--- src/rtl/uer_pkg.sv ---
package uer_pkg;

  typedef enum logic [1:0] {
    PH_IDLE      = 2'd0,
    PH_TRIGGER   = 2'd1,
    PH_WAIT_RISE = 2'd2,
    PH_MEASURE   = 2'd3
  } phase_t;

  typedef enum logic [1:0] {
    ST_OK        = 2'd0,
    ST_ECHO_HIGH = 2'd1,
    ST_NO_ECHO   = 2'd2,
    ST_TOO_LONG  = 2'd3
  } status_t;

  localparam int unsigned ElapsedW = 16;
  localparam int unsigned DistW    = 10;
  localparam int unsigned CfgW     = 9;

  typedef struct packed {
    logic                 busy_res;
    logic [DistW-1:0]     distance_cm;
    status_t              status;
    logic                 done_res;
    logic                 trigger_level;
  } result_t;

endpackage

--- src/rtl/ultrasonic_echo_ranger.sv ---
// Channel  | Ports                           | Transaction
// ---------+---------------------------------+----------------------------------------
// input    | in_tvalid/in_tready/in_tdata    | one microsecond tick with echo sample
// result   | out_tvalid/out_tready/out_tdata | one result per input tick
// config   | cfg_wr_en/cfg_wr_data           | max_distance_cm write, clamped
//
// One tick per cycle while in_tready is high: the phase update and result are formed in the accept cycle
// and land in the output register, seen in the cycle after.
// in_tready drops only while a result is held and out_tready is low.
// rst_n (synchronous) returns to idle with no result pending; the timeout
// register reloads from the reset range.
module ultrasonic_echo_ranger
  import uer_pkg::*;
#(
  parameter int unsigned MAX_DISTANCE_CM     = 500,
  parameter int unsigned ROUNDTRIP_US_PER_CM = 57,
  parameter int unsigned TRIGGER_WIDTH_US    = 10,
  parameter int unsigned EXTRA_DELAY_US      = 5800
) (
  input  logic            clk,
  input  logic            rst_n,
  input  logic            in_tvalid,
  output logic            in_tready,
  input  logic [7:0]      in_tdata,     // [0] start_request, [1] echo_level
  output logic            out_tvalid,
  input  logic            out_tready,
  output logic [15:0]     out_tdata,    // [0] trigger_level, [1] done_res,
                                        // [3:2] status, [13:4] distance_cm,
                                        // [14] busy_res
  input  logic            cfg_wr_en,
  input  logic [CfgW-1:0] cfg_wr_data
);

  localparam int unsigned CfgMax  = (1 << CfgW) - 1;
  localparam int unsigned SumMax  = CfgMax * ROUNDTRIP_US_PER_CM + EXTRA_DELAY_US;
  localparam int unsigned SumW    = $clog2(SumMax + 1);
  localparam int unsigned RstDist = (500 <= MAX_DISTANCE_CM) ? 500 : MAX_DISTANCE_CM;
  localparam int unsigned RstSum  = RstDist * ROUNDTRIP_US_PER_CM + EXTRA_DELAY_US;
  localparam int unsigned ElapsedMax = (1 << ElapsedW) - 1;
  localparam int unsigned RstTmo  = (RstSum > ElapsedMax) ? ElapsedMax : RstSum;
  localparam int unsigned SubW    = (ROUNDTRIP_US_PER_CM > 1) ?
                                    $clog2(ROUNDTRIP_US_PER_CM) : 1;
  localparam int unsigned MaxW    = $clog2(MAX_DISTANCE_CM + 1) > CfgW ?
                                    $clog2(MAX_DISTANCE_CM + 1) : CfgW;

  phase_t              phase_r, phase_nxt;
  logic [ElapsedW-1:0] elapsed_r, elapsed_nxt;
  logic [DistW-1:0]    cm_r, cm_nxt;
  logic [SubW-1:0]     sub_r, sub_nxt;
  logic [ElapsedW-1:0] timeout_r;
  logic                out_valid_r;
  result_t             out_data_r;
  result_t             res;

  logic                accept;
  logic                start, echo;
  logic [ElapsedW-1:0] elapsed_inc;
  logic [MaxW-1:0]     cfg_clamped;
  logic [SumW-1:0]     cfg_sum;
  logic [SubW-1:0]     sub_tick;
  logic [DistW-1:0]    cm_tick;
  logic                sub_wrap;

  assign accept    = in_tvalid && in_tready;
  assign in_tready = !out_valid_r || out_tready;
  assign start     = in_tdata[0];
  assign echo      = in_tdata[1];

  assign cfg_clamped = (MaxW'(cfg_wr_data) <= MaxW'(MAX_DISTANCE_CM)) ?
                       MaxW'(cfg_wr_data) : MaxW'(MAX_DISTANCE_CM);
  assign cfg_sum     = SumW'(cfg_clamped) * SumW'(ROUNDTRIP_US_PER_CM)
                       + SumW'(EXTRA_DELAY_US);

  always_ff @(posedge clk) begin
    if (!rst_n) begin
      timeout_r <= ElapsedW'(RstTmo);
    end else if (cfg_wr_en) begin
      timeout_r <= (cfg_sum > SumW'(ElapsedMax)) ? ElapsedW'(ElapsedMax)
                                                  : ElapsedW'(cfg_sum);
    end
  end

  assign elapsed_inc = (elapsed_r == ElapsedW'(ElapsedMax)) ? elapsed_r
                                                            : elapsed_r + 1'b1;

  // echo tick counting, shared by the rise tick (from zero) and measure ticks
  always_comb begin
    logic [SubW-1:0]  sub_base;
    logic [DistW-1:0] cm_base;
    sub_base = (phase_r == PH_MEASURE) ? sub_r : '0;
    cm_base  = (phase_r == PH_MEASURE) ? cm_r : '0;
    sub_wrap = (sub_base == SubW'(ROUNDTRIP_US_PER_CM - 1));
    sub_tick = sub_wrap ? '0 : sub_base + 1'b1;
    cm_tick  = (sub_wrap && cm_base != '1) ? cm_base + 1'b1 : cm_base;
  end

  always_comb begin
    phase_nxt   = phase_r;
    elapsed_nxt = elapsed_r;
    cm_nxt      = cm_r;
    sub_nxt     = sub_r;
    res         = '0;
    res.status  = ST_OK;
    unique case (phase_r)
      PH_IDLE: begin
        if (start) begin
          if (echo) begin
            res.done_res = 1'b1;
            res.status   = ST_ECHO_HIGH;
          end else begin
            res.trigger_level = 1'b1;
            cm_nxt            = '0;
            sub_nxt           = '0;
            if (TRIGGER_WIDTH_US <= 1) begin
              phase_nxt   = PH_WAIT_RISE;
              elapsed_nxt = '0;
            end else begin
              phase_nxt   = PH_TRIGGER;
              elapsed_nxt = ElapsedW'(1);
            end
          end
        end
      end
      PH_TRIGGER: begin
        res.trigger_level = 1'b1;
        elapsed_nxt       = elapsed_inc;
        if (elapsed_inc >= ElapsedW'(TRIGGER_WIDTH_US)) begin
          phase_nxt   = PH_WAIT_RISE;
          elapsed_nxt = '0;
        end
      end
      PH_WAIT_RISE: begin
        if (echo) begin
          phase_nxt   = PH_MEASURE;
          elapsed_nxt = ElapsedW'(1);
          cm_nxt      = cm_tick;
          sub_nxt     = sub_tick;
          if (ElapsedW'(1) >= timeout_r) begin
            phase_nxt    = PH_IDLE;
            res.done_res = 1'b1;
            res.status   = ST_TOO_LONG;
          end
        end else begin
          elapsed_nxt = elapsed_inc;
          if (elapsed_inc >= timeout_r) begin
            phase_nxt    = PH_IDLE;
            res.done_res = 1'b1;
            res.status   = ST_NO_ECHO;
          end
        end
      end
      PH_MEASURE: begin
        if (echo) begin
          elapsed_nxt = elapsed_inc;
          cm_nxt      = cm_tick;
          sub_nxt     = sub_tick;
          if (elapsed_inc >= timeout_r) begin
            phase_nxt    = PH_IDLE;
            res.done_res = 1'b1;
            res.status   = ST_TOO_LONG;
          end
        end else begin
          phase_nxt       = PH_IDLE;
          res.done_res    = 1'b1;
          res.status      = ST_OK;
          res.distance_cm = cm_r;
        end
      end
      default: begin
        phase_nxt = PH_IDLE;
      end
    endcase
    res.busy_res = (phase_nxt != PH_IDLE);
  end

  always_ff @(posedge clk) begin
    if (!rst_n) begin
      phase_r   <= PH_IDLE;
      elapsed_r <= '0;
      cm_r      <= '0;
      sub_r     <= '0;
    end else if (accept) begin
      phase_r   <= phase_nxt;
      elapsed_r <= elapsed_nxt;
      cm_r      <= cm_nxt;
      sub_r     <= sub_nxt;
    end
  end

  always_ff @(posedge clk) begin
    if (!rst_n) begin
      out_valid_r <= 1'b0;
    end else if (accept) begin
      out_valid_r <= 1'b1;
    end else if (out_tready) begin
      out_valid_r <= 1'b0;
    end
  end

  always_ff @(posedge clk) begin
    if (accept) begin
      out_data_r <= res;
    end
  end

  assign out_tvalid = out_valid_r;
  assign out_tdata  = {1'b0, out_data_r};

endmodule

--- config.mk ---
export PLATFORM = sky130hd
export DESIGN_NAME = ultrasonic_echo_ranger
export DESIGN_NICKNAME = d
export VERILOG_FILES = /design/src/rtl/uer_pkg.sv /design/src/rtl/ultrasonic_echo_ranger.sv
export SDC_FILE = /design/constraint.sdc
export NUM_CORES = 1
export LEC_CHECK = 0
export BUFFER_PORTS_ARGS = -buffer_cell sky130_fd_sc_hd__buf_4
export CAP_MARGIN = 20
export CORE_ASPECT_RATIO = 1.4
export CORE_MARGIN = 1
export CORE_UTILIZATION = 50
export CTS_CLUSTER_DIAMETER = 50
export DETAILED_ROUTE_END_ITERATION = 7
export PLACE_DENSITY_LB_ADDON = 0.05
export SYNTH_ARGS = -nofsm -noshare
export SYNTH_HDL_FRONTEND = slang
export SYNTH_SLANG_ARGS = --single-unit
--- constraint.sdc ---
create_clock -name clk -period 11.5 [get_ports clk]
set_input_delay 2.875 -clock clk [delete_from_list [all_inputs] [get_ports clk]]
set_output_delay 2.875 -clock clk [all_outputs]
set_load 0.01 [all_outputs]
# After elaboration in Yosys (flattened, before gate mapping)
# Cells that the tools add are included.
totals:
  reg_bits: 66
  input_bits: 22
  word_cells: 85
op_classes:
  addsub: 4
  mul: 1
  order_cmp: 5
  eq_ne: 10
  mux: 41
  bitwise: 1
  n_reduce_logical: 12
op_table:
  columns: ["cell", "count"]
  rows:
  - ["two-way mux 16 bit", 7]
  - ["one-hot mux 16 bit (4 select lines)", 1]
  - ["two-way mux 10 bit", 5]
  - ["two-way mux 6 bit", 5]
  - ["one-hot mux 10 bit (2 select lines)", 1]
  - ["two-way mux 3 bit", 6]
  - ["adder 15 x 13 -> 16 bit (second input constant)", 1]
  - ["adder 16 x 1 -> 16 bit (second input constant)", 1]
  - ["equality test 16 bit (second input constant)", 1]
  - ["greater-or-equal comparator 1 x 16 -> 1 bit (first input constant)", 1]
  - ["greater-or-equal comparator 16 bit", 1]
  - ["greater-or-equal comparator 16 x 4 -> 1 bit (second input constant)", 1]
  - ["greater-than comparator 16 bit (second input constant)", 1]
  - ["two-way mux 2 bit", 8]
  - ["multiplier 9 x 6 -> 15 bit (second input constant)", 1]
  - ["one-hot mux 6 bit (2 select lines)", 1]
  - ["adder 10 x 1 -> 10 bit (second input constant)", 1]
  - ["inequality test 10 bit (second input constant)", 1]
  - ["<= comparator 9 bit (second input constant)", 1]
  - ["two-way mux 9 bit", 1]
  - ["one-hot mux 3 bit (3 select lines)", 1]
  - ["one-hot mux 2 bit (4 select lines)", 1]
  - ["adder 6 x 1 -> 6 bit (second input constant)", 1]
  - ["equality test 6 bit (second input constant)", 1]
  - ["other kinds (15)", 24]

# Depth between registers and ports, before layout
depth:
  word_depth: 7
  ltp_mapped: 21
  depth_no_buf: 21

# Least setup slack after synthesis
# No wires, ideal clock.
synth_timing:
  path_kind: "input to register"
  from: "in cfg_wr_data[4]"
  to: "reg timeout_r[14]"
  arrival_time_ns: 7.007
  required_ns: 11.368
  slack_ns: 4.361
  path_stages: 19
  path_buffers: 1
  path_cell_list: "clkbuf_1 -> nand3_1 -> a21oi_1 -> nand2b_1 -> inv_1 -> ha_1 -> xnor2_1 -> fa_1 -> inv_1 -> ha_1 -> ha_1 -> ha_1 -> a21o_1 -> a21oi_1 -> o21bai_1 -> a2111o_1 -> a41oi_1 -> xnor2_1 -> a21oi_1"
synth_via:
  elab_chain_len: 6
synth_lines:
  columns: ["item", "line", "rtl"]
  rows:
  - ["from (decl)", "ultrasonic_echo_ranger.sv:31", "input logic [CfgW-1:0] cfg_wr_data"]
  - ["<= comparator 9 bit", "ultrasonic_echo_ranger.sv:69", "assign cfg_clamped = (MaxW'(cfg_wr_data) <= MaxW'(MAX_DISTANCE_CM)) ?"]
  - ["two-way mux 9 bit *", "ultrasonic_echo_ranger.sv:69", null]
  - ["multiplier 9 x 6 -> 15 bit *", "ultrasonic_echo_ranger.sv:71", "assign cfg_sum = SumW'(cfg_clamped) * SumW'(ROUNDTRIP_US_PER_CM)"]
  - ["adder 15 x 13 -> 16 bit *", "ultrasonic_echo_ranger.sv:72", "+ SumW'(EXTRA_DELAY_US);"]
  - ["greater-than comparator 16 bit", "ultrasonic_echo_ranger.sv:78", "timeout_r <= (cfg_sum > SumW'(ElapsedMax)) ? ElapsedW'(ElapsedMax)"]
  - ["two-way mux 16 bit *", "ultrasonic_echo_ranger.sv:78", null]
  - ["to (signal assigned)", "ultrasonic_echo_ranger.sv:76", "timeout_r <= ElapsedW'(RstTmo);"]
  - ["to (signal assigned)", "ultrasonic_echo_ranger.sv:78", null]
  - ["to (decl)", "ultrasonic_echo_ranger.sv:50", "logic [ElapsedW-1:0] timeout_r;"]
# Every way passes the cells marked *; elsewhere a longest branch is shown, timed or not.
# A chain may end at the register's enable or synchronous reset.

# Final worst setup path
layout_timing:
  from: "in cfg_wr_data[7]"
  to: "reg timeout_r[14]"
# The elaborated chain is that of the path after synthesis.

==> results.md <==
- Most instantiated flip-flop cell in the synthesis netlist: sky130_fd_sc_hd__dfxtp_1
- Routed len/inst: 15.19 um
- Setup repair after global routing missed its margin: no
- Half-perimeter wire length of the detailed placement result: 8530 um
- Setup violations, final: 0
- Post-Synthesis Mean Instance Area: 8.434 um2
- Net total in the final layout: 699
- Critical path start-end classification: in -> reg
- Mapped Area: 4985 um2
- Worst hold-check path type: reg -> reg
- Post-CTS resize count: 0
- Count of hold buffers inserted by post-cts repair: 0
- Number of search-and-repair iterations in the first detailed-routing pass: 6
- Final routed wirelength across all metal layers: 11330 um
- Number of vias per cell after detailed routing: 5.788
- Clock net sink count: 66
- Number of buffers added for setup after CTS: 0
- Post-synth EDFFs: 15
- Min cycle time layout: 7.315 ns
- Core Footprint: 9564 um2
- Leakage power summed over all cells: 2.567 nW
- Count of standard-cell rows: 42
- Vias in the first global route: 4051
- Largest driver fanout on the critical path: 8
- Sequential area share after synthesis: 0.2952
- Clock tree root buffer cell: sky130_fd_sc_hd__clkbuf_16
- Total number of vias: 4318
- Launch point of the worst reg-to-reg path: elapsed_r[4]$_SDFFE_PN0P_
- Share of layout cells above drive strength 1: 0.1026
- Count of endpoints failing hold in the final timing report: 0
- Initial antenna violation count: 0
- Count of input and output buffers: 32
- Stages on worst setup path: 20
- Largest net degree at the start of global routing: 30
- Delay of the slowest cell on the worst path: 0.53 ns
- Overall routing resource usage: 0.2326
- Slew at the pin with the worst max-slew slack: 1.034 ns
- Crit path capture: timeout_r[14]$_SDFFE_PN0P_
- TritonCTS clock tree: built
- Run status: completed
- Crit-path cells: buf_4 > ha_1 > nand3_1 > a21oi_1 > nand2b_1 > inv_1 > ha_1 > xnor2_1 > fa_1 > inv_1 > ha_1 > ha_1 > ha_1 > a21o_1 > a21oi_1 > o21bai_1 > a2111o_1 > a41oi_1 > xnor2_1 > a21oi_1
- Terminus of the critical flop-to-flop path: out_tdata[1]$_DFFE_PP_
- Worst-case headroom to the max-slew limit: 0.3084
- Setup TNS: 0 ns
- CP max-delay cell: sky130_fd_sc_hd__fa_1
- Worst R2R Path Depth: 12
- Die X-Extent: 86.39 um
- Number of synthesized register bits: 66
- Critical path data arrival time: 7.53 ns
- Wire length of the first global-routing pass: 19080 um
- IO Count: 40
- Area growth syn-to-layout: 12.47%
- Highest clock rate: 0.1367 GHz
- Cell seen most often among critical-path stages: sky130_fd_sc_hd__ha_1
- Crit path buf inv count: 3
- Final period util: 0.6361
- Effective utilization at floorplan: 0.5212
- Synthesized instance count: 591
- Maximum clock skew at final layout: 0.007753 ns
- Max_cap viols: 0
- Post-synthesis net count: 681
- Die footprint: 10380 um2
- Kind of start point of the critical path: primary input
- Clock latency of the later-clocked register in the worst-skew pair: 0.34 ns
- Pwr Total: 0.7953 mW
- Distinct cells, synth: 70
- Initial drt markers: 311
- Data required time of the worst path: 11.72 ns
- R2r setup slk: 7.24 ns
- Residual antenna-violating net count after detailed routing: 0
- Syn. warnings: 0
- VDD IR max: 0.07599 mV
- Pwr per Cell Area: 141.9 nW/um2
- Post-detailed-route DRC marker count: 0
- Clock input transition at the sequential cells of the worst setup and hold paths: 0.06 ns
- Antenna fix cells: 0
- Critical path endpoint category: flop
- Clock buffer depth: 2
- Cell family with most CP delay: adder cells
- Total count of max-transition violations in the final report: 0
- H-Tree Level Count: 3
- Fraction of registers with async set or reset after synthesis: 0
- Global route overflow: 0
- Worst setup path startpoint: cfg_wr_data[7]
- Inserted Clock Buffers: 9
- Routability congestion estimate: 0.8398
- Die height: 120.1 um
==> where the power goes <==
part           internal, mW  total [mW]  switching (mW)
Combinational         0.103       0.231           0.128
Sequential            0.253       0.264          0.0109
Clock                 0.191       0.301           0.109
Total                 0.548       0.795           0.248
==> sequential cells by signal, summed over array words and instances, names as in the netlist <==
name	count
phase_r	2
cm_r	10
out_tvalid	1
elapsed_r	16
out_tdata	15
sub_r	6
timeout_r	16
==> layer usage <==
metal,up-vias,track usage,part of all wire
met4,0,0.09375,0.022
li1,2185,-,-
met3,16,0.03026,0.036
met5,-,0,0
met2,101,0.3983,0.50
met1,2016,0.2920,0.45
==> metrics by stage <==
step	hold slack (ns)	cell area, um2	util	cells	worst slack (ns)
3_5_place_dp	0.4470	5281	0.5522	730	3.792
6_report	0.4565	5607	0.5862	746	4.185
4_1_cts	0.4559	5607	0.5862	746	4.134
5_1_grt	0.4944	5607	0.5862	746	3.802
2_1_floorplan	0.4322	4985	-	591	4.361
3_3_place_gp	0.4411	5281	0.5522	730	3.882
==> final cells by class <==
class / instances / area (um2)
Clock buffer: 9 / 225.2
Clock inverter: 7 / 100.1
Fill cell: 902 / 3958
Inverter: 56 / 210.2
Multi-Input combinational cell: 444 / 3194
Sequential cell: 66 / 1471
Tap cell: 132 / 165.2
Timing Repair Buffer: 32 / 240.2
==> cells in the mapped netlist, types with 7 or more instances <==
cell type / instances / area share
sky130_fd_sc_hd__xnor2_1: 7 / 0.012
sky130_fd_sc_hd__clkbuf_1: 19 / 0.014
sky130_fd_sc_hd__nand2_1: 44 / 0.033
sky130_fd_sc_hd__inv_1: 54 / 0.041
sky130_fd_sc_hd__nand2b_1: 7 / 0.0088
sky130_fd_sc_hd__a21o_1: 10 / 0.015
sky130_fd_sc_hd__edfxtp_1: 15 / 0.090
sky130_fd_sc_hd__nand4_1: 7 / 0.0088
sky130_fd_sc_hd__o211ai_1: 13 / 0.020
sky130_fd_sc_hd__nor2_1: 44 / 0.033
sky130_fd_sc_hd__a31oi_1: 11 / 0.014
sky130_fd_sc_hd__a21oi_1: 42 / 0.042
sky130_fd_sc_hd__nor3_1: 9 / 0.0090
sky130_fd_sc_hd__o21ai_0: 26 / 0.026
sky130_fd_sc_hd__nand3_1: 21 / 0.021
sky130_fd_sc_hd__or3_1: 7 / 0.0088
sky130_fd_sc_hd__ha_1: 62 / 0.16
sky130_fd_sc_hd__and3_1: 18 / 0.023
sky130_fd_sc_hd__a22o_1: 13 / 0.023
sky130_fd_sc_hd__dfxtp_1: 51 / 0.20
==> cell families (layout without fill, tap and decap cells) <==
family / after synthesis / in the layout / share of synthesized area
compound gates: 151 / 151 / 0.2036
xor+xnor: 13 / 13 / 0.02284
fa+ha+maj: 68 / 68 / 0.1797
buf+inv: 81 / 104 / 0.06400
flops: 66 / 66 / 0.2952
mux: 9 / 9 / 0.01883
other cells: 1 / 1 / 0.0007523
simple gates: 202 / 202 / 0.2151
==> tightest hold or removal path, cell delays in order (launching register included) <==
cell	delay, ns
sky130_fd_sc_hd__dfxtp_1	0.31
sky130_fd_sc_hd__nand2_1	0.05
sky130_fd_sc_hd__a21oi_1	0.05
==> layout by cell type (no fill, tap or decap), types with 6 or more instances in the layout <==
cell type                   instances
sky130_fd_sc_hd__a21o_1            10
sky130_fd_sc_hd__a21oi_1           42
sky130_fd_sc_hd__a22o_1            13
sky130_fd_sc_hd__a31oi_1           11
sky130_fd_sc_hd__and3_1            18
sky130_fd_sc_hd__and4_1             6
sky130_fd_sc_hd__buf_4             32
sky130_fd_sc_hd__clkbuf_16          9
sky130_fd_sc_hd__dfxtp_1           51
sky130_fd_sc_hd__edfxtp_1          15
sky130_fd_sc_hd__fa_1               6
sky130_fd_sc_hd__ha_1              62
sky130_fd_sc_hd__inv_1             54
sky130_fd_sc_hd__mux2i_1            6
sky130_fd_sc_hd__nand2_1           44
sky130_fd_sc_hd__nand2b_1           7
sky130_fd_sc_hd__nand3_1           21
sky130_fd_sc_hd__nand4_1            7
sky130_fd_sc_hd__nor2_1            44
sky130_fd_sc_hd__nor2b_1            6
sky130_fd_sc_hd__nor3_1             9
sky130_fd_sc_hd__o211ai_1          13
sky130_fd_sc_hd__o21ai_0           26
sky130_fd_sc_hd__or2_2              6
sky130_fd_sc_hd__or3_1              7
sky130_fd_sc_hd__xnor2_1            7
sky130_fd_sc_hd__xor2_1             6
==> worst min path at each step <==
| stage | cells past startpoint | from | slack, ns | end |
|---|---|---|---|---|
| after detailed placement | 2 | sub_r[1]$_SDFFE_PN0P_ | 0.45 | sub_r[1]$_SDFFE_PN0P_ |
| after CTS | 2 | sub_r[1]$_SDFFE_PN0P_ | 0.46 | sub_r[1]$_SDFFE_PN0P_ |
| after global placement | 2 | sub_r[1]$_SDFFE_PN0P_ | 0.44 | sub_r[1]$_SDFFE_PN0P_ |
| after global routing | 2 | sub_r[1]$_SDFFE_PN0P_ | 0.49 | sub_r[1]$_SDFFE_PN0P_ |
| final | 2 | sub_r[1]$_SDFFE_PN0P_ | 0.46 | sub_r[1]$_SDFFE_PN0P_ |
| after floorplan | 2 | sub_r[1]$_SDFFE_PN0P_ | 0.43 | sub_r[1]$_SDFFE_PN0P_ |
Power figures use the tool's default switching activity.
